## src/design/ccc_pkg.sv

```systemverilog
// Shared types, constants and reset values for the calibrated colour classifier.
package ccc_pkg;

  // fixed field widths
  localparam int SAMPLE_W   = 10;
  localparam int OP_W       = 2;
  localparam int CH_W       = 2;
  localparam int VAL_W      = 19;
  localparam int CLASS_W    = 3;
  localparam int CFG_W      = 10;
  localparam int CFG_NUM    = 5;
  localparam int CFG_IDX_W  = 3;

  // stream packing
  localparam int IN_DATA_W  = ((SAMPLE_W + 7) / 8) * 8;
  localparam int IN_USER_W  = OP_W + CH_W;
  localparam int OUT_BITS   = CLASS_W + 3 * VAL_W;
  localparam int OUT_DATA_W = ((OUT_BITS + 7) / 8) * 8;
  localparam int OUT_PAD_W  = OUT_DATA_W - OUT_BITS;

  // defaults for the top-level parameters
  localparam int SAMPLES_DEF  = 5;
  localparam int ADC_BITS_DEF = 10;

  // scale of 255 is done as (x << 8) - x
  localparam int NORM_SHIFT = 8;

  localparam int VAL_MAX = 262143;
  localparam int VAL_MIN = -262144;

  // threshold register indexes
  localparam logic [CFG_IDX_W-1:0] CFG_RED_BRIGHT   = 3'd0;
  localparam logic [CFG_IDX_W-1:0] CFG_GREEN_RED    = 3'd1;
  localparam logic [CFG_IDX_W-1:0] CFG_BLUE_ORANGE  = 3'd2;
  localparam logic [CFG_IDX_W-1:0] CFG_GREEN_BLUE   = 3'd3;
  localparam logic [CFG_IDX_W-1:0] CFG_GREEN_LOW    = 3'd4;

  localparam int CFG_RST   [CFG_NUM] = '{145, 160, 150, 200, 100};
  localparam int WHITE_RST [3]       = '{22, 25, 22};
  localparam int BLACK_RST [3]       = '{1, 2, 2};
  localparam int SPAN_RST  [3]       = '{21, 23, 20};

  typedef enum logic [OP_W-1:0] {
    OP_MEASURE = 2'd0,
    OP_WHITE   = 2'd1,
    OP_BLACK   = 2'd2
  } op_t;

  typedef enum logic [CH_W-1:0] {
    CH_RED   = 2'd0,
    CH_GREEN = 2'd1,
    CH_BLUE  = 2'd2
  } chan_t;

  // spare channel code, handled as blue
  localparam logic [CH_W-1:0] CH_SPARE = 2'd3;

  typedef enum logic [CLASS_W-1:0] {
    CLS_RED    = 3'd0,
    CLS_GREEN  = 3'd1,
    CLS_BLUE   = 3'd2,
    CLS_ORANGE = 3'd3,
    CLS_PURPLE = 3'd4,
    CLS_WHITE  = 3'd5
  } class_t;

  typedef enum logic [2:0] {
    ST_IDLE,
    ST_AVG,
    ST_DISPATCH,
    ST_NORM,
    ST_FINISH,
    ST_EMIT
  } state_t;

  // status of a closed sample run
  typedef struct packed {
    logic            done;
    logic [OP_W-1:0] op;
    chan_t           ch;
  } run_t;

endpackage

```

## src/design/ccc_accum.sv

```systemverilog
// Run accumulator: sums samples and flags the beat that closes a run.
module ccc_accum #(
  parameter int SAMPLES  = ccc_pkg::SAMPLES_DEF,
  parameter int ADC_BITS = ccc_pkg::ADC_BITS_DEF
) (
  input  logic                         clk,
  input  logic                         rst_n,
  input  logic                         accept,
  input  logic [ccc_pkg::OP_W-1:0]     op,
  input  logic [ccc_pkg::CH_W-1:0]     ch,
  input  logic [ccc_pkg::SAMPLE_W-1:0] sample,
  output ccc_pkg::run_t                run,
  output logic [ADC_BITS+$clog2(SAMPLES+1)-1:0] run_sum
);

  localparam int SUM_W = ADC_BITS + $clog2(SAMPLES + 1);
  localparam int CNT_W = $clog2(SAMPLES + 1);

  logic [SUM_W-1:0]    sum_r, sum_nxt;
  logic [CNT_W-1:0]    cnt_r, cnt_nxt;
  logic [ADC_BITS-1:0] smp;
  logic [SUM_W-1:0]    total;
  logic                last;

  assign smp   = ADC_BITS'(sample);
  assign total = sum_r + SUM_W'(smp);
  assign last  = (cnt_r == CNT_W'(SAMPLES - 1));

  always_comb begin
    sum_nxt = sum_r;
    cnt_nxt = cnt_r;
    if (accept) begin
      if (last) begin
        sum_nxt = '0;
        cnt_nxt = '0;
      end else begin
        sum_nxt = total;
        cnt_nxt = cnt_r + CNT_W'(1);
      end
    end
  end

  always_ff @(posedge clk) begin
    if (!rst_n) begin
      sum_r <= '0;
      cnt_r <= '0;
    end else begin
      sum_r <= sum_nxt;
      cnt_r <= cnt_nxt;
    end
  end

  // channel code 3 is handled as blue
  assign run.done = accept && last;
  assign run.op   = op;
  assign run.ch   = (ch == ccc_pkg::CH_SPARE) ? ccc_pkg::CH_BLUE : ccc_pkg::chan_t'(ch);
  assign run_sum  = total;

endmodule

```

## src/design/ccc_serial_div.sv

```systemverilog
// Restoring unsigned divider, one quotient bit per cycle.
module ccc_serial_div #(
  parameter int NUM_W = ccc_pkg::ADC_BITS_DEF + ccc_pkg::NORM_SHIFT,
  parameter int DEN_W = ccc_pkg::ADC_BITS_DEF
) (
  input  logic             clk,
  input  logic             rst_n,
  input  logic             start,
  input  logic [NUM_W-1:0] dividend,
  input  logic [DEN_W-1:0] divisor,
  output logic [NUM_W-1:0] quotient,
  output logic             done
);

  localparam int CW = $clog2(NUM_W + 1);

  logic [NUM_W-1:0] quo_r, quo_nxt;
  logic [DEN_W-1:0] rem_r, rem_nxt;
  logic [DEN_W-1:0] den_r;
  logic [CW-1:0]    cnt_r;
  logic             done_r;
  logic [DEN_W:0]   shifted;
  logic [DEN_W:0]   diff;
  logic             fits;

  assign shifted = {rem_r, quo_r[NUM_W-1]};
  assign diff    = shifted - {1'b0, den_r};
  assign fits    = (shifted >= {1'b0, den_r});
  assign rem_nxt = fits ? diff[DEN_W-1:0] : shifted[DEN_W-1:0];
  assign quo_nxt = {quo_r[NUM_W-2:0], fits};

  always_ff @(posedge clk) begin
    if (!rst_n) begin
      cnt_r  <= '0;
      done_r <= 1'b0;
    end else begin
      done_r <= (cnt_r == CW'(1));
      if (start) begin
        cnt_r <= CW'(NUM_W);
      end else if (cnt_r != '0) begin
        cnt_r <= cnt_r - CW'(1);
      end
    end
  end

  always_ff @(posedge clk) begin
    if (start) begin
      quo_r <= dividend;
      rem_r <= '0;
      den_r <= divisor;
    end else if (cnt_r != '0) begin
      quo_r <= quo_nxt;
      rem_r <= rem_nxt;
    end
  end

  assign quotient = quo_r;
  assign done     = done_r;

endmodule

```

## src/design/ccc_classify.sv

```systemverilog
// Threshold tree that turns three normalized readings into a colour class.
module ccc_classify (
  input  logic signed [ccc_pkg::VAL_W-1:0] red,
  input  logic signed [ccc_pkg::VAL_W-1:0] green,
  input  logic signed [ccc_pkg::VAL_W-1:0] blue,
  input  logic [ccc_pkg::CFG_W-1:0]        thr [ccc_pkg::CFG_NUM],
  output ccc_pkg::class_t                  colour
);

  logic signed [ccc_pkg::VAL_W-1:0] t_red_bright;
  logic signed [ccc_pkg::VAL_W-1:0] t_green_red;
  logic signed [ccc_pkg::VAL_W-1:0] t_blue_orange;
  logic signed [ccc_pkg::VAL_W-1:0] t_green_blue;
  logic signed [ccc_pkg::VAL_W-1:0] t_green_low;

  // thresholds are unsigned, so they widen with zeros
  assign t_red_bright  = $signed(ccc_pkg::VAL_W'(thr[ccc_pkg::CFG_RED_BRIGHT]));
  assign t_green_red   = $signed(ccc_pkg::VAL_W'(thr[ccc_pkg::CFG_GREEN_RED]));
  assign t_blue_orange = $signed(ccc_pkg::VAL_W'(thr[ccc_pkg::CFG_BLUE_ORANGE]));
  assign t_green_blue  = $signed(ccc_pkg::VAL_W'(thr[ccc_pkg::CFG_GREEN_BLUE]));
  assign t_green_low   = $signed(ccc_pkg::VAL_W'(thr[ccc_pkg::CFG_GREEN_LOW]));

  always_comb begin
    if (red > t_red_bright) begin
      if (green < t_green_red) begin
        colour = ccc_pkg::CLS_RED;
      end else if (blue < t_blue_orange) begin
        colour = ccc_pkg::CLS_ORANGE;
      end else begin
        colour = ccc_pkg::CLS_WHITE;
      end
    end else if (green > t_green_blue) begin
      colour = ccc_pkg::CLS_BLUE;
    end else if (green > t_green_low) begin
      colour = ccc_pkg::CLS_GREEN;
    end else begin
      colour = ccc_pkg::CLS_PURPLE;
    end
  end

endmodule

```

## src/design/calibrated_colour_classifier_unit.sv

```systemverilog
// Top level: calibration store, normalization sequencer and result register.
// Each sample beat tagged with an operation (in_tuser[1:0]) and a channel (in_tuser[3:2]) adds
// to a running sum; every SAMPLES-th beat closes the run. A white or black capture run updates
// that channel's calibration, a measure run stores (avg - black) * 255 / span, and the blue
// measure run emits the class and all three values as one out beat, with out_tuser flagging a
// zero span on any channel. A beat that does not close a run leaves in_tready high. A closing
// beat keeps in_tready low while the shared one-bit-per-cycle divider works: one pass for a
// capture or discarded run and for a red or green measure run on a zero span, and two for a
// red or green measure run, one divider pass for the average and one for the normalization.
// The blue measure run also loads the result in the emit step, and stalls longer while an
// earlier result still waits in the output register. A waiting result in the output register
// does not hold off samples until the next blue result is ready.
module calibrated_colour_classifier_unit #(
  parameter int SAMPLES  = ccc_pkg::SAMPLES_DEF,
  parameter int ADC_BITS = ccc_pkg::ADC_BITS_DEF
) (
  input  logic                             clk,
  input  logic                             rst_n,
  // in_tdata: sample[9:0]
  input  logic [ccc_pkg::IN_DATA_W-1:0]    in_tdata,
  // in_tuser: operation[1:0], channel[3:2]
  input  logic [ccc_pkg::IN_USER_W-1:0]    in_tuser,
  input  logic                             in_tvalid,
  output logic                             in_tready,
  // out_tdata: colour_class[2:0], red_value[21:3], green_value[40:22], blue_value[59:41]
  output logic [ccc_pkg::OUT_DATA_W-1:0]   out_tdata,
  // out_tuser: span_error[0]
  output logic                             out_tuser,
  output logic                             out_tvalid,
  input  logic                             out_tready,
  input  logic                             cfg_we,
  input  logic [ccc_pkg::CFG_IDX_W-1:0]    cfg_addr,
  input  logic [ccc_pkg::CFG_W-1:0]        cfg_wdata
);

  localparam int A      = ADC_BITS;
  localparam int LVL_W  = A + 1;
  localparam int SUM_W  = A + $clog2(SAMPLES + 1);
  localparam int NUM_W  = A + ccc_pkg::NORM_SHIFT;
  localparam int PROD_W = NUM_W + 1;
  localparam int QW     = NUM_W + 1;
  localparam int SAT_W  = (QW > ccc_pkg::VAL_W) ? QW : ccc_pkg::VAL_W;
  localparam int VW     = ccc_pkg::VAL_W;

  ccc_pkg::state_t state_r, state_nxt;

  ccc_pkg::run_t           run;
  logic [SUM_W-1:0]        run_sum;
  logic                    in_accept;

  logic [ccc_pkg::OP_W-1:0] op_r;
  ccc_pkg::chan_t           ch_r;
  logic                     neg_r;
  logic                     zero_r;

  logic [A-1:0]            white_r [3];
  logic [A-1:0]            black_r [3];
  logic signed [LVL_W-1:0] span_r  [3];
  logic signed [VW-1:0]    meas_r  [2];
  logic                    merr_r  [2];
  logic signed [VW-1:0]    blue_r;
  logic                    berr_r;
  logic [ccc_pkg::CFG_W-1:0] cfg_r [ccc_pkg::CFG_NUM];

  logic                    out_valid_r;
  ccc_pkg::class_t         out_class_r;
  logic [VW-1:0]           out_red_r, out_green_r, out_blue_r;
  logic                    out_err_r;

  // divider hookup
  logic                    div_start;
  logic [NUM_W-1:0]        div_num;
  logic [A-1:0]            div_den;
  logic [NUM_W-1:0]        div_quo;
  logic                    div_done;

  // datapath around the run result
  logic [A-1:0]             avg;
  logic signed [LVL_W-1:0]  span_cur;
  logic signed [LVL_W-1:0]  new_span;
  logic signed [LVL_W-1:0]  diff;
  logic signed [PROD_W-1:0] diff_x, prod, prod_abs;
  logic [NUM_W-1:0]         num_mag;
  logic signed [LVL_W-1:0]  span_abs;
  logic [A-1:0]             den_mag;
  logic                     span_zero;
  logic signed [QW-1:0]     quo_s, q_signed;
  logic signed [SAT_W-1:0]  q_x;
  logic signed [VW-1:0]     value;
  ccc_pkg::class_t          cls;

  logic                     out_load;
  logic                     norm_start;

  assign in_accept = in_tvalid && in_tready;

  ccc_accum #(
    .SAMPLES  (SAMPLES),
    .ADC_BITS (ADC_BITS)
  ) u_accum (
    .clk     (clk),
    .rst_n   (rst_n),
    .accept  (in_accept),
    .op      (in_tuser[ccc_pkg::OP_W-1:0]),
    .ch      (in_tuser[ccc_pkg::IN_USER_W-1:ccc_pkg::OP_W]),
    .sample  (in_tdata[ccc_pkg::SAMPLE_W-1:0]),
    .run     (run),
    .run_sum (run_sum)
  );

  ccc_serial_div #(
    .NUM_W (NUM_W),
    .DEN_W (A)
  ) u_div (
    .clk      (clk),
    .rst_n    (rst_n),
    .start    (div_start),
    .dividend (div_num),
    .divisor  (div_den),
    .quotient (div_quo),
    .done     (div_done)
  );

  ccc_classify u_classify (
    .red    (meas_r[0]),
    .green  (meas_r[1]),
    .blue   (blue_r),
    .thr    (cfg_r),
    .colour (cls)
  );

  // average and normalization operands
  assign avg       = div_quo[A-1:0];
  assign span_cur  = span_r[ch_r];
  assign span_zero = (span_cur == '0);
  assign new_span  = $signed({1'b0, white_r[ch_r]}) - $signed({1'b0, avg});
  assign diff      = $signed({1'b0, avg}) - $signed({1'b0, black_r[ch_r]});
  assign diff_x    = PROD_W'(diff);
  assign prod      = (diff_x <<< ccc_pkg::NORM_SHIFT) - diff_x;
  assign prod_abs  = prod[PROD_W-1] ? -prod : prod;
  assign num_mag   = prod_abs[NUM_W-1:0];
  assign span_abs  = span_cur[LVL_W-1] ? -span_cur : span_cur;
  assign den_mag   = span_abs[A-1:0];

  // signed quotient, truncated toward zero, then clamped to the value range
  assign quo_s    = $signed({1'b0, div_quo});
  assign q_signed = neg_r ? -quo_s : quo_s;
  assign q_x      = SAT_W'(q_signed);

  always_comb begin
    if (zero_r) begin
      value = '0;
    end else if (q_x > SAT_W'(ccc_pkg::VAL_MAX)) begin
      value = VW'(ccc_pkg::VAL_MAX);
    end else if (q_x < SAT_W'(ccc_pkg::VAL_MIN)) begin
      value = VW'(ccc_pkg::VAL_MIN);
    end else begin
      value = q_x[VW-1:0];
    end
  end

  // next state
  always_comb begin
    state_nxt = state_r;
    case (state_r)
      ccc_pkg::ST_IDLE: begin
        if (run.done) state_nxt = ccc_pkg::ST_AVG;
      end
      ccc_pkg::ST_AVG: begin
        if (div_done) state_nxt = ccc_pkg::ST_DISPATCH;
      end
      ccc_pkg::ST_DISPATCH: begin
        if (op_r == ccc_pkg::OP_MEASURE) begin
          state_nxt = span_zero ? ccc_pkg::ST_FINISH : ccc_pkg::ST_NORM;
        end else begin
          state_nxt = ccc_pkg::ST_IDLE;
        end
      end
      ccc_pkg::ST_NORM: begin
        if (div_done) state_nxt = ccc_pkg::ST_FINISH;
      end
      ccc_pkg::ST_FINISH: begin
        state_nxt = (ch_r == ccc_pkg::CH_BLUE) ? ccc_pkg::ST_EMIT : ccc_pkg::ST_IDLE;
      end
      ccc_pkg::ST_EMIT: begin
        if (!out_valid_r || out_tready) state_nxt = ccc_pkg::ST_IDLE;
      end
      default: state_nxt = ccc_pkg::ST_IDLE;
    endcase
  end

  // state outputs
  always_comb begin
    in_tready  = 1'b0;
    norm_start = 1'b0;
    out_load   = 1'b0;
    case (state_r)
      ccc_pkg::ST_IDLE:     in_tready  = 1'b1;
      ccc_pkg::ST_DISPATCH: norm_start = (op_r == ccc_pkg::OP_MEASURE) && !span_zero;
      ccc_pkg::ST_EMIT:     out_load   = !out_valid_r || out_tready;
      default: ;
    endcase
  end

  assign div_start = run.done || norm_start;
  assign div_num   = norm_start ? num_mag : NUM_W'(run_sum);
  assign div_den   = norm_start ? den_mag : A'(SAMPLES);

  always_ff @(posedge clk) begin
    if (!rst_n) begin
      state_r <= ccc_pkg::ST_IDLE;
    end else begin
      state_r <= state_nxt;
    end
  end

  // run tag and sign bookkeeping
  always_ff @(posedge clk) begin
    if (run.done) begin
      op_r <= run.op;
      ch_r <= run.ch;
    end
    if (state_r == ccc_pkg::ST_DISPATCH) begin
      neg_r  <= prod[PROD_W-1] ^ span_cur[LVL_W-1];
      zero_r <= span_zero;
    end
  end

  // calibration, stored readings and thresholds
  always_ff @(posedge clk) begin
    if (!rst_n) begin
      for (int i = 0; i < 3; i++) begin
        white_r[i] <= A'(ccc_pkg::WHITE_RST[i]);
        black_r[i] <= A'(ccc_pkg::BLACK_RST[i]);
        span_r[i]  <= LVL_W'(ccc_pkg::SPAN_RST[i]);
      end
      for (int i = 0; i < 2; i++) begin
        meas_r[i] <= '0;
        merr_r[i] <= 1'b0;
      end
      for (int i = 0; i < ccc_pkg::CFG_NUM; i++) begin
        cfg_r[i] <= ccc_pkg::CFG_W'(ccc_pkg::CFG_RST[i]);
      end
    end else begin
      if (state_r == ccc_pkg::ST_DISPATCH) begin
        case (op_r)
          ccc_pkg::OP_WHITE: white_r[ch_r] <= avg;
          ccc_pkg::OP_BLACK: begin
            black_r[ch_r] <= avg;
            span_r[ch_r]  <= new_span;
          end
          default: ;
        endcase
      end
      if (state_r == ccc_pkg::ST_FINISH && ch_r != ccc_pkg::CH_BLUE) begin
        meas_r[ch_r[0]] <= value;
        merr_r[ch_r[0]] <= zero_r;
      end
      if (cfg_we) begin
        case (cfg_addr)
          ccc_pkg::CFG_RED_BRIGHT:  cfg_r[0] <= cfg_wdata;
          ccc_pkg::CFG_GREEN_RED:   cfg_r[1] <= cfg_wdata;
          ccc_pkg::CFG_BLUE_ORANGE: cfg_r[2] <= cfg_wdata;
          ccc_pkg::CFG_GREEN_BLUE:  cfg_r[3] <= cfg_wdata;
          ccc_pkg::CFG_GREEN_LOW:   cfg_r[4] <= cfg_wdata;
          default: ;
        endcase
      end
    end
  end

  always_ff @(posedge clk) begin
    if (state_r == ccc_pkg::ST_FINISH && ch_r == ccc_pkg::CH_BLUE) begin
      blue_r <= value;
      berr_r <= zero_r;
    end
  end

  // output register
  always_ff @(posedge clk) begin
    if (!rst_n) begin
      out_valid_r <= 1'b0;
    end else if (out_load) begin
      out_valid_r <= 1'b1;
    end else if (out_tready) begin
      out_valid_r <= 1'b0;
    end
  end

  always_ff @(posedge clk) begin
    if (out_load) begin
      out_class_r <= cls;
      out_red_r   <= meas_r[0];
      out_green_r <= meas_r[1];
      out_blue_r  <= blue_r;
      out_err_r   <= merr_r[0] || merr_r[1] || berr_r;
    end
  end

  assign out_tvalid = out_valid_r;
  assign out_tuser  = out_err_r;
  assign out_tdata  = {{ccc_pkg::OUT_PAD_W{1'b0}}, out_blue_r, out_green_r, out_red_r,
                       out_class_r};

  // the divider only finishes while a run is being worked on
  assert property (@(posedge clk) disable iff (!rst_n)
    state_r == ccc_pkg::ST_IDLE |-> !div_done)
    else $error("divider finished with no run in progress");

  // a closing beat always starts the averaging pass
  assert property (@(posedge clk) disable iff (!rst_n)
    run.done |=> state_r == ccc_pkg::ST_AVG)
    else $error("closed run did not start averaging");

  // a new result only comes from the emit step
  assert property (@(posedge clk) disable iff (!rst_n)
    $rose(out_tvalid) |-> $past(state_r) == ccc_pkg::ST_EMIT)
    else $error("result appeared outside the emit step");

endmodule

```

## config.mk

```make
export PLATFORM = sky130hd
export DESIGN_NAME = calibrated_colour_classifier_unit
export DESIGN_NICKNAME = d
export VERILOG_FILES = /design/src/design/ccc_pkg.sv /design/src/design/ccc_accum.sv /design/src/design/ccc_serial_div.sv /design/src/design/ccc_classify.sv /design/src/design/calibrated_colour_classifier_unit.sv
export SDC_FILE = /design/constraint.sdc
export NUM_CORES = 1
export LEC_CHECK = 0
export BUFFER_PORTS_ARGS = -buffer_cell sky130_fd_sc_hd__buf_2
export CAP_MARGIN = 20
export CORE_ASPECT_RATIO = 0.5
export CORE_MARGIN = 2
export CORE_UTILIZATION = 50
export DETAILED_ROUTE_END_ITERATION = 16
export HOLD_SLACK_MARGIN = 0.15
export PLACE_DENSITY_LB_ADDON = 0.12
export SYNTH_ARGS = -nofsm -noshare
export SYNTH_HDL_FRONTEND = slang
export SYNTH_SLANG_ARGS = --single-unit
```

## constraint.sdc

```tcl
create_clock -name clk -period 13.3 [get_ports clk]
set_clock_uncertainty 0.1 [all_clocks]
set_input_delay 0.665 -clock clk [delete_from_list [all_inputs] [get_ports clk]]
set_output_delay 0.665 -clock clk [all_outputs]
set_load 0.02 [all_outputs]
```

==> impl_metrics.ini, run 1 <==
[synthesis]
synth.distinct_cells = 85
synth_ff_type = edfxtp_1
async_reset_ff_share_pct = 0
yosysWarnings = 0
syn_area_sq_um = 19010
synthTopCellsByArea = edfxtp_1 44%, dfxtp_1 9.5%, ha_1 7.0%
yosysTopAreaCell = edfxtp_1
synth_top_cell_area_share_pct = 43.75
syn_avg_cell_area_sq_um = 10.80
ys_ff_latch = 367
seq_area_frac_synth_pct = 53.23
netlist_instances = 1761
synth_edf_count = 277

[global_route]
antenna_found_initial = 0
grt_pass1_vias = 13270
grt_max_degree = 62
grt_pass1_wl_microns = 72130
grt.overflow.total = 0
track_usage_pct = 23.37

[floorplan]
rows = 50
ios = 105
die_x_microns = 279.8
start_util_pct = 50.82
core_area_sq_um = 37410
die_area_sq_um = 39690
die_h_microns = 141.9

[final_layout]
fin_util_pct = 56.42
diodes = 0
area_growth_pct = 11.02
drive_gt1_share_pct = 11.79
final_area_sq_um = 21110
fin_nets = 1997

[sta]
worstMarginPinSlew_ps = 1068
hold_viol = 0
fmax_mhz = 152.2
rsz0062_at_grt = false
maxSlewViolCount = 0
finalCriticalPeriod_ps = 6570
setup_viol_count_final = 0
hold_slack_ps = 210.3
slew-limit-headroom_pct = 28.64
fin_crit_sh_pct = 49.40
setup_tns_ps = 0

[place]
dp_hpwl_microns = 32290
port_buffers = 94
place_area_sq_um = 19960
gp_congestion = 0.8386

[hold_path]
whs_endpoint = op_r[0]$_DFFE_PP_
hold_depth = 1
hold_start = in_tuser[0]
hold_path_class = in -> reg

[clocking]
cts_tree = done
ctsResizeCount = 0
post_cts_buffers = 0
cts_root_buf = clkbuf_16
clk_latency_ps = 530
h-tree-depth = 2
cts_max_path_buffers = 3
cts_hold_buf = 0
clock-sinks = 367
numCtsBuffers = 35
path_clk_slew_ps = 60

[worst_setup_path]
worst_ep_required_time_ps = 13480
critical_path_class = reg -> reg
r2r_end = u_div.quotient[16]$_DFFE_PP_
cp-end-kind = flip-flop
crit_fanout = 31
worstRegToRegCells = 19
r2r_setup_slack_ps = 6730
crit_arrival_ps = 6750
setup.worst_path.start_class = flip-flop

[power]
power.share.switching_pct = 39.27
leakage_nw = 8.150
power_switching_mw = 1.749
seqPwrFrac_pct = 32.5
pwr-share-clk_pct = 22.0
power-per-cell-area_nw_per_um2 = 211.0
irDropWorstVdd_uv = 146.4
p_comb_share_pct = 45.4
power.total_mw = 4.454
p_int_mw = 2.705

[detailed_routing]
route.detailed.drc = 0
antenna_left = 0
finalWirelength_microns = 45710
drtIter0Drc = 807
viasPerCell = 5.655
post_drt_wl_per_cell_microns = 19.30
vias = 13390
drt_pass1_iterations = 5

[run]
drv_cap = 0

[outcome]
outcome = finished, final reports clean
## critical path, stage by stage (launching register included)
cell	delay, ps
dfxtp_2	310
buf_4	530
mux4_2	630
inv_1	80
ha_1	320
a21o_1	240
a22o_1	240
o41ai_1	420
xnor2_1	160
ha_1	420
nor2b_1	210
nand2_1	70
nor3_1	270
nor3_2	170
o41ai_1	740
a21oi_1	220
o311ai_0	480
o21ai_0	200
a22o_1	230
a32o_1	250
## layout by cell type (no fill, tap or decap), types with 17 or more instances in the layout
master     synthesis  layout
a21boi_0          47      47
a21o_1            30      30
a21oi_1           59      59
buf_2              6      94
buf_4              6      22
clkbuf_16          0      37
dfxtp_1           90      88
edfxtp_1         277     277
ha_1             106     106
inv_1            148     148
mux4_2            31      31
nand2_1          218     218
nand2b_1          19      19
nand3_1           32      32
nor2_1           167     166
nor2b_1           34      33
nor3_1            35      35
nor4_1            18      18
o211ai_1          21      21
o21ai_0           64      62
o31ai_1           17      17
xnor2_1           53      53
xor2_1            22      22
## metal layers
layer,global-route usage [%],vias to the layer above,part of all wire [%]
met1,31.13,6564,45
met3,3.903,62,4.7
met5,0,-,0
met4,6.051,0,2.0
met2,39.98,300,48
li1,-,6464,-
## synthesized netlist by cell type, types with 10 or more instances
cell type and instances:
mux2i_1 14, xor2_1 22, and2_1 10, nor3_1 35, clkbuf_1 54, a31oi_1 13, inv_1 148, nand2b_1 19
nand3_1 32, edfxtp_1 277, xnor2_1 53, nand2_1 218, o21a_1 14, o211ai_1 21, nand4_1 13, nor4_1 18
dfxtp_1 90, a21oi_1 59, a21boi_0 47, mux4_2 31, and3_1 14, nor2_1 167, ha_1 106, a21o_1 30
o21ai_0 64, o31ai_1 17, nor2b_1 34
## how the worst max path moves through the flow
stage	from	end	slack [ps]	depth (start not counted)
floorplan	flip-flop	u_div.quotient[17]$_DFFE_PP_	7070	21
global placement	flip-flop	u_div.quotient[17]$_DFFE_PP_	6810	19
detailed placement	flip-flop	u_div.quotient[17]$_DFFE_PP_	6790	19
CTS	flip-flop	u_div.quotient[17]$_DFFE_PP_	6740	19
global route	flip-flop	u_div.quotient[16]$_DFFE_PP_	6260	19
finish	flip-flop	u_div.quotient[16]$_DFFE_PP_	6730	19
## cell families (layout without fill, tap and decap cells)
group	count (synthesis)	count (layout)	share of synthesized area, %
AO/OA/AOI/OAI	330	330	11.74
XOR/XNOR	76	76	3.574
adder cells (fa/ha/maj)	110	110	7.398
buffers and inverters	225	335	4.640
flip-flops	367	367	53.23
multiplexers	48	48	4.587
other	1	4	0.01973
AND/OR/NAND/NOR	604	604	14.81
## cell type report
type / count / area [sq um]
Fill cell: 3219 / 16300
Sequential cell: 367 / 10120
Multi-Input combinational cell: 1172 / 8030
Clock buffer: 51 / 978.4
Timing Repair Buffer: 119 / 676.9
Tap cell: 494 / 618.1
Inverter: 154 / 578.1
Clock inverter: 11 / 102.6
## per-stage QoR
step / worst slack (ps) / cells
floorplan: 7075 / 1764
global placement: 6811 / 2300
detailed placement: 6786 / 2300
CTS: 6743 / 2362
global route: 6259 / 2368
finish: 6730 / 2368
## power by group through the flow
stage	Clock [mW]	Sequential [mW]	Combinational, mW
6_report	0.981	1.45	2.02
4_1_cts	0.998	1.45	2.00
3_3_place_gp	0	1.47	1.93
5_1_grt	1.05	1.46	2.26
3_5_place_dp	0	1.47	1.99
2_1_floorplan	0	1.43	1.57
## sequential cells by signal, summed over array words and instances (netlist names), 2 cells and up, named ones only
register,flops
cfg_r,50
span_r,44
black_r,40
white_r,40
meas_r,38
blue_r,19
out_blue_r,19
out_green_r,19
out_red_r,19
u_div.quotient,18
u_accum.sum_r,13
u_div.den_r,10
u_div.rem_r,10
u_div.cnt_r,5
out_class_r,3
state_r,3
u_accum.cnt_r,3
ch_r,2
merr_r,2
op_r,2
Power figures use the tool's default switching activity.
==> run 2: changes to the inputs <==
==> constraint.sdc (replaced) <==
create_clock -name clk -period 5.5 [get_ports clk]
set_clock_uncertainty 0.1 [all_clocks]
set_input_delay 0.275 -clock clk [delete_from_list [all_inputs] [get_ports clk]]
set_output_delay 0.275 -clock clk [all_outputs]
set_load 0.02 [all_outputs]
==> run 2 against run 1 <==
  * Clock power up 140%
  * Maximum frequency up 23%
  * Critical path depth down 1
==> impl_metrics.ini, run 2 (synthesis results as in run 1) <==
[power]
seqPwrFrac_pct = 29.0
power.total_mw = 11.84
power-per-cell-area_nw_per_um2 = 543.4
pwr-share-clk_pct = 19.6
power_switching_mw = 4.706
p_int_mw = 7.130
power.share.switching_pct = 39.76
leakage_nw = 8.485
irDropWorstVdd_uv = 357.5
p_comb_share_pct = 51.4

[floorplan]
die_h_microns = 141.9
die_x_microns = 279.8
die_area_sq_um = 39690
ios = 105
core_area_sq_um = 37410
rows = 50
start_util_pct = 50.82

[detailed_routing]
antenna_left = 0
drt_pass1_iterations = 5
route.detailed.drc = 0
vias = 13650
finalWirelength_microns = 46960
post_drt_wl_per_cell_microns = 19.27
viasPerCell = 5.602
drtIter0Drc = 1076

[global_route]
track_usage_pct = 23.88
grt_pass1_wl_microns = 73670
grt_pass1_vias = 13690
antenna_found_initial = 1
grt_max_degree = 70
grt.overflow.total = 0

[final_layout]
n_fill_cell = 3161
layout_common_cells = 277 x edfxtp_1, 218 x nand2_1, 166 x nor2_1
top_regs = cfg_r x50, span_r x44
fin_nets = 2066
area_growth_pct = 14.57
drive_gt1_share_pct = 15.29
largest_register = cfg_r
diodes = 0
layout_commonest_cell = edfxtp_1
largest_reg_flops = 50

[worst_setup_path]
critical_path_class = reg -> reg
worst_ep_required_time_ps = 5690
r2r_end = u_div.quotient[17]$_DFFE_PP_
setup.worst_path.start_class = flip-flop
cp-end-kind = flip-flop
crit_fanout = 8
worstRegToRegCells = 18
r2r_setup_slack_ps = 160
crit_arrival_ps = 5520

[sta]
setup_viol_count_final = 0
slew-limit-headroom_pct = 30.30
fin_crit_sh_pct = 97.02
finalCriticalPeriod_ps = 5336
maxSlewViolCount = 0
worst_slack_ps = 164.1
fmax_mhz = 187.4
worstMarginPinSlew_ps = 1043
hold_viol = 0

[clocking]
clk_latency_ps = 550
cts_max_path_buffers = 3
cts_tree = done
path_clk_slew_ps = 70
clock-sinks = 367
h-tree-depth = 2
numCtsBuffers = 35
cts_root_buf = clkbuf_16

[hold_path]
hold_path_class = in -> reg
whs_endpoint = cfg_r[39]$_SDFFE_PN0P_
hold_depth = 4
hold_start = cfg_addr[1]

[run]
drv_cap = 0

[outcome]
outcome = finished, final reports clean

[place]
dp_hpwl_microns = 34310
place_ws_ps = -53.89
port_buffers = 94
gp_congestion = 0.9092
-- run 2: final cells by class --
| cell class | count | area [sq um] | area share [%] |
|---|---|---|---|
| Sequential cell | 367 | 10120 | 46.48 |
| Inverter | 154 | 578.1 | 2.654 |
| Clock buffer | 46 | 947.2 | 4.349 |
| Tap cell | 494 | 618.1 | 2.838 |
| Timing Repair Buffer | 188 | 1219 | 5.595 |
| Multi-Input combinational cell | 1172 | 8187 | 37.59 |
| Clock inverter | 16 | 108.9 | 0.4998 |
-- run 2: power by group through the flow --
stage | Clock (mW) | Combinational (mW) | Sequential [mW]
2_1_floorplan | 0 | 3.86 | 3.47
3_3_place_gp | 0 | 5.52 | 3.48
3_5_place_dp | 0 | 5.65 | 3.49
4_1_cts | 2.36 | 5.71 | 3.43
5_1_grt | 2.48 | 6.62 | 3.45
6_report | 2.32 | 6.08 | 3.43
-- run 2: worst max-delay path: stages, from the launching register on --
cell	delay, ps
dfxtp_4	390
mux4_2	340
ha_2	190
inv_1	60
fa_1	390
a21o_2	220
a22o_1	220
o41ai_4	300
o21bai_1	120
a21o_4	260
ha_4	310
and3_1	170
or4b_4	500
a21oi_2	150
o311ai_1	130
nand4bb_4	240
or4_4	550
nand4_1	90
or3b_1	340
-- run 2: through the flow --
step	TNS [ps]	instances	cell area, sq um	util (%)	hold WS, ps
detailed placement	-91.85	2349	20370	54.46	334.9
global route	-59.31	2437	21780	58.22	207.8
CTS	0	2428	21610	57.76	176.7
finish	0	2437	21780	58.22	192.6
floorplan	0	1764	19090	-	273.9
global placement	0	2349	20370	54.46	339.6
-- run 2: timing repair --
item,CTS,global route
endpoints found under the hold margin,60,0
buffers inserted,0,9
setup endpoints to repair,2,9
hold buffers,17,0
pin swaps,0,5
resized for setup,1,24
-- run 2: how the worst max path moves through the flow --
| stage | startpoint | endpoint | cells past startpoint |
|---|---|---|---|
| detailed placement | flip-flop | u_div.quotient[17]$_DFFE_PP_ | 19 |
| global route | flip-flop | u_div.quotient[17]$_DFFE_PP_ | 20 |
| floorplan | flip-flop | u_div.quotient[17]$_DFFE_PP_ | 22 |
| finish | flip-flop | u_div.quotient[17]$_DFFE_PP_ | 18 |
| CTS | flip-flop | u_div.quotient[17]$_DFFE_PP_ | 18 |
| global placement | flip-flop | u_div.quotient[17]$_DFFE_PP_ | 18 |
-- run 2: metal layers --
metal / routed length (microns) / track usage, % / vias up
met3: 2635 / 4.413 / 69
met4: 1034 / 6.530 / 0
met2: 22030 / 40.04 / 368
met5: 0 / 0 / -
li1: - / - / 6602
met1: 21260 / 32.11 / 6612
==> run 3: changes to the inputs <==
--- a/config.mk
+++ b/config.mk
@@ -5,12 +5,12 @@
 export SDC_FILE = /design/constraint.sdc
 export NUM_CORES = 1
 export LEC_CHECK = 0
-export BUFFER_PORTS_ARGS = -buffer_cell sky130_fd_sc_hd__buf_2
 export CAP_MARGIN = 20
 export CORE_ASPECT_RATIO = 0.5
 export CORE_MARGIN = 2
 export CORE_UTILIZATION = 50
 export DETAILED_ROUTE_END_ITERATION = 16
+export DONT_BUFFER_PORTS = 1
 export HOLD_SLACK_MARGIN = 0.15
 export PLACE_DENSITY_LB_ADDON = 0.12
 export SYNTH_ARGS = -nofsm -noshare
==> run 3 against run 2 <==
  * Via count shrank 1.7%
  * Maximum frequency shrank 0.35%
  * Routed wire length grew 0.23%
  * Combinational power shrank 3.5%
  * Non-clock buffer count shrank 81
  * Largest power group unchanged
  * Total power shrank 0.53%
  * Worst hold slack lost 14 ps
  * Count of clock-buffer cells in the layout grew 3
  * Utilization shrank 0.58 points
  * Clock power grew 6%
==> impl_metrics.ini, run 3 (synthesis results as in run 1) <==
[final_layout]
multi_input_area_sq_um = 8145
drive_gt1_share_pct = 10.83
regArea_sq_um = 10120
largest_reg_flops = 50
n_fill_cell = 3100
layout_common_cells = 277 x edfxtp_1, 218 x nand2_1, 166 x nor2_1
top_regs = cfg_r x50, span_r x44
largest_register = cfg_r
fin_nets = 1986
layout_commonest_cell = edfxtp_1
area_growth_pct = 13.43

[clocking]
cts_root_buf = clkbuf_16
h-tree-depth = 2
cts_max_path_buffers = 3
path_clk_slew_ps = 70
clk_latency_ps = 540
clock-sinks = 367
cts_tree = done
numCtsBuffers = 36

[sta]
rsz0062_at_grt = true
fin_crit_sh_pct = 97.35
hold_viol = 0
maxSlewViolCount = 0
worst_slack_ps = 145.6
finalCriticalPeriod_ps = 5354
worstMarginPinSlew_ps = 1041
setup_viol_count_final = 0
fmax_mhz = 186.8
slew-limit-headroom_pct = 30.36
setup_tns_ps = 0

[worst_setup_path]
setup.worst_path.start_class = flip-flop
crit_arrival_ps = 5550
r2r_setup_slack_ps = 150
critical_path_class = reg -> reg
worstRegToRegCells = 18
cp-end-kind = flip-flop
worst_ep_required_time_ps = 5690
crit_top_cell = a21o_2
max_stage_delay_ps = 560
r2r_end = u_div.quotient[17]$_DFFE_PP_
crit_chain = mux4_2, ha_1, inv_1, fa_1, a21o_2, a22o_1, o41ai_4, o21bai_1, a21o_2, ha_4, and3_1, or4b_4, a21oi_2, o311ai_1, nand4bb_4, or4_4, nand4_1, or3b_1
crit_family = simple AND/OR/NAND/NOR gates
cp_num_buf_inv = 1
cp_slowest_cell = or4_4
crit_fanout = 8

[place]
place_ws_ps = -67.22
dp_hpwl_microns = 33740
port_buffers = 0
gp_congestion = 0.9104

[global_route]
grt_pass1_wl_microns = 74100
antenna_found_initial = 3
track_usage_pct = 24.15
grt_max_degree = 80
grt.overflow.total = 0
grt_pass1_vias = 13580

[floorplan]
ios = 105
rows = 50
start_util_pct = 50.82
die_area_sq_um = 39690
core_area_sq_um = 37410
die_x_microns = 279.8
die_h_microns = 141.9

[hold_path]
hold_start = in_tdata[5]
hold_path_class = in -> reg
whs_endpoint = u_accum.sum_r[5]$_SDFFE_PN0P_
hold_depth = 4

[power]
p_comb_share_pct = 49.9
seqPwrFrac_pct = 29.3
power.share.switching_pct = 38.83
pwr-share-clk_pct = 20.9
power-per-cell-area_nw_per_um2 = 546.0
power_switching_mw = 4.571
leakage_nw = 8.221
p_int_mw = 7.202
irDropWorstVdd_uv = 392.1

[detailed_routing]
route.detailed.drc = 0
drt_pass1_iterations = 5
drtIter0Drc = 1006
finalWirelength_microns = 47060
viasPerCell = 5.683
post_drt_wl_per_cell_microns = 19.93
vias = 13420
antenna_left = 0

[outcome]
outcome = finished, final reports clean

[run]
drv_cap = 0
run 3: changes by cell type in the layout (fill, tap and decap cells not counted), sizes merged:
cell / change
bufinv: +1
dlygate4sd3: +13
diode: +1
buf: -94
clkinvlp: +1
clkbuf: +3
clkinv: -1
run 3: power groups by stage:
stage                     sequential [mW]  combinational (mW)  clock (mW)
final                                3.44                5.87        2.46
after global routing                 3.47                6.48        2.62
after CTS                            3.44                5.62        2.51
after detailed placement             3.50                5.54           0
after global placement               3.49                5.43           0
after floorplan                      3.47                3.86           0
run 3: what timing repair did:
action,in CTS,in global routing
setup buffers,0,5
resized for setup,3,16
hold buffers,30,1
endpoints found under the hold margin,105,2
pin swaps,1,4
endpoints found under the setup margin,2,3
run 3: layer usage:
metal  track usage (%)  vias to the layer above  part of all wire [%]
li1                  -                     6445                     -
met1             33.01                     6565                    46
met2             39.90                      350                    46
met3             4.364                       57                   6.3
met4             6.558                        0                   2.3
met5                 0                        -                     0
run 3: worst max path at each step:
stage / end / slack (ps) / cells past startpoint / startpoint
floorplan: u_div.quotient[17]$_DFFE_PP_ / 20 / 22 / flip-flop
global placement: u_div.quotient[17]$_DFFE_PP_ / 30 / 20 / flip-flop
detailed placement: u_div.quotient[17]$_DFFE_PP_ / -70 / 22 / flip-flop
CTS: u_div.quotient[17]$_DFFE_PP_ / 30 / 19 / flip-flop
global route: u_div.quotient[17]$_DFFE_PP_ / -60 / 18 / flip-flop
finish: u_div.quotient[17]$_DFFE_PP_ / 150 / 18 / flip-flop
run 3: worst reg2reg max path: stages (launching register included):
cell and delay, ps:
dfxtp_4 400, mux4_2 350, ha_1 180, inv_1 60, fa_1 380, a21o_2 220
a22o_1 220, o41ai_4 270, o21bai_1 100, a21o_2 300, ha_4 330, and3_1 180
or4b_4 490, a21oi_2 130, o311ai_1 130, nand4bb_4 270, or4_4 560, nand4_1 100
or3b_1 350
run 3: metrics by stage:
step           hold slack (ps)  instances  util, %  total power [mW]  area (sq um)
6_report                 178.2       2361    57.64             11.77         21560
5_1_grt                  206.3       2360    57.63             12.56         21560
4_1_cts                  154.0       2353    57.24             11.57         21420
3_5_place_dp             273.9       2257    53.24             9.040         19920
3_3_place_gp             273.9       2257    53.24             8.919         19920
2_1_floorplan            273.9       1764        -             7.330         19090
run 3: area by class of cell:
cell class | instances | area share, %
Timing Repair Buffer | 107 | 4.334
Clock inverter | 17 | 0.6963
Antenna cell | 1 | 0.01160
Clock buffer | 49 | 4.688
Sequential cell | 367 | 46.95
Tap cell | 494 | 2.866
Multi-Input combinational cell | 1172 | 37.77
Inverter | 154 | 2.681
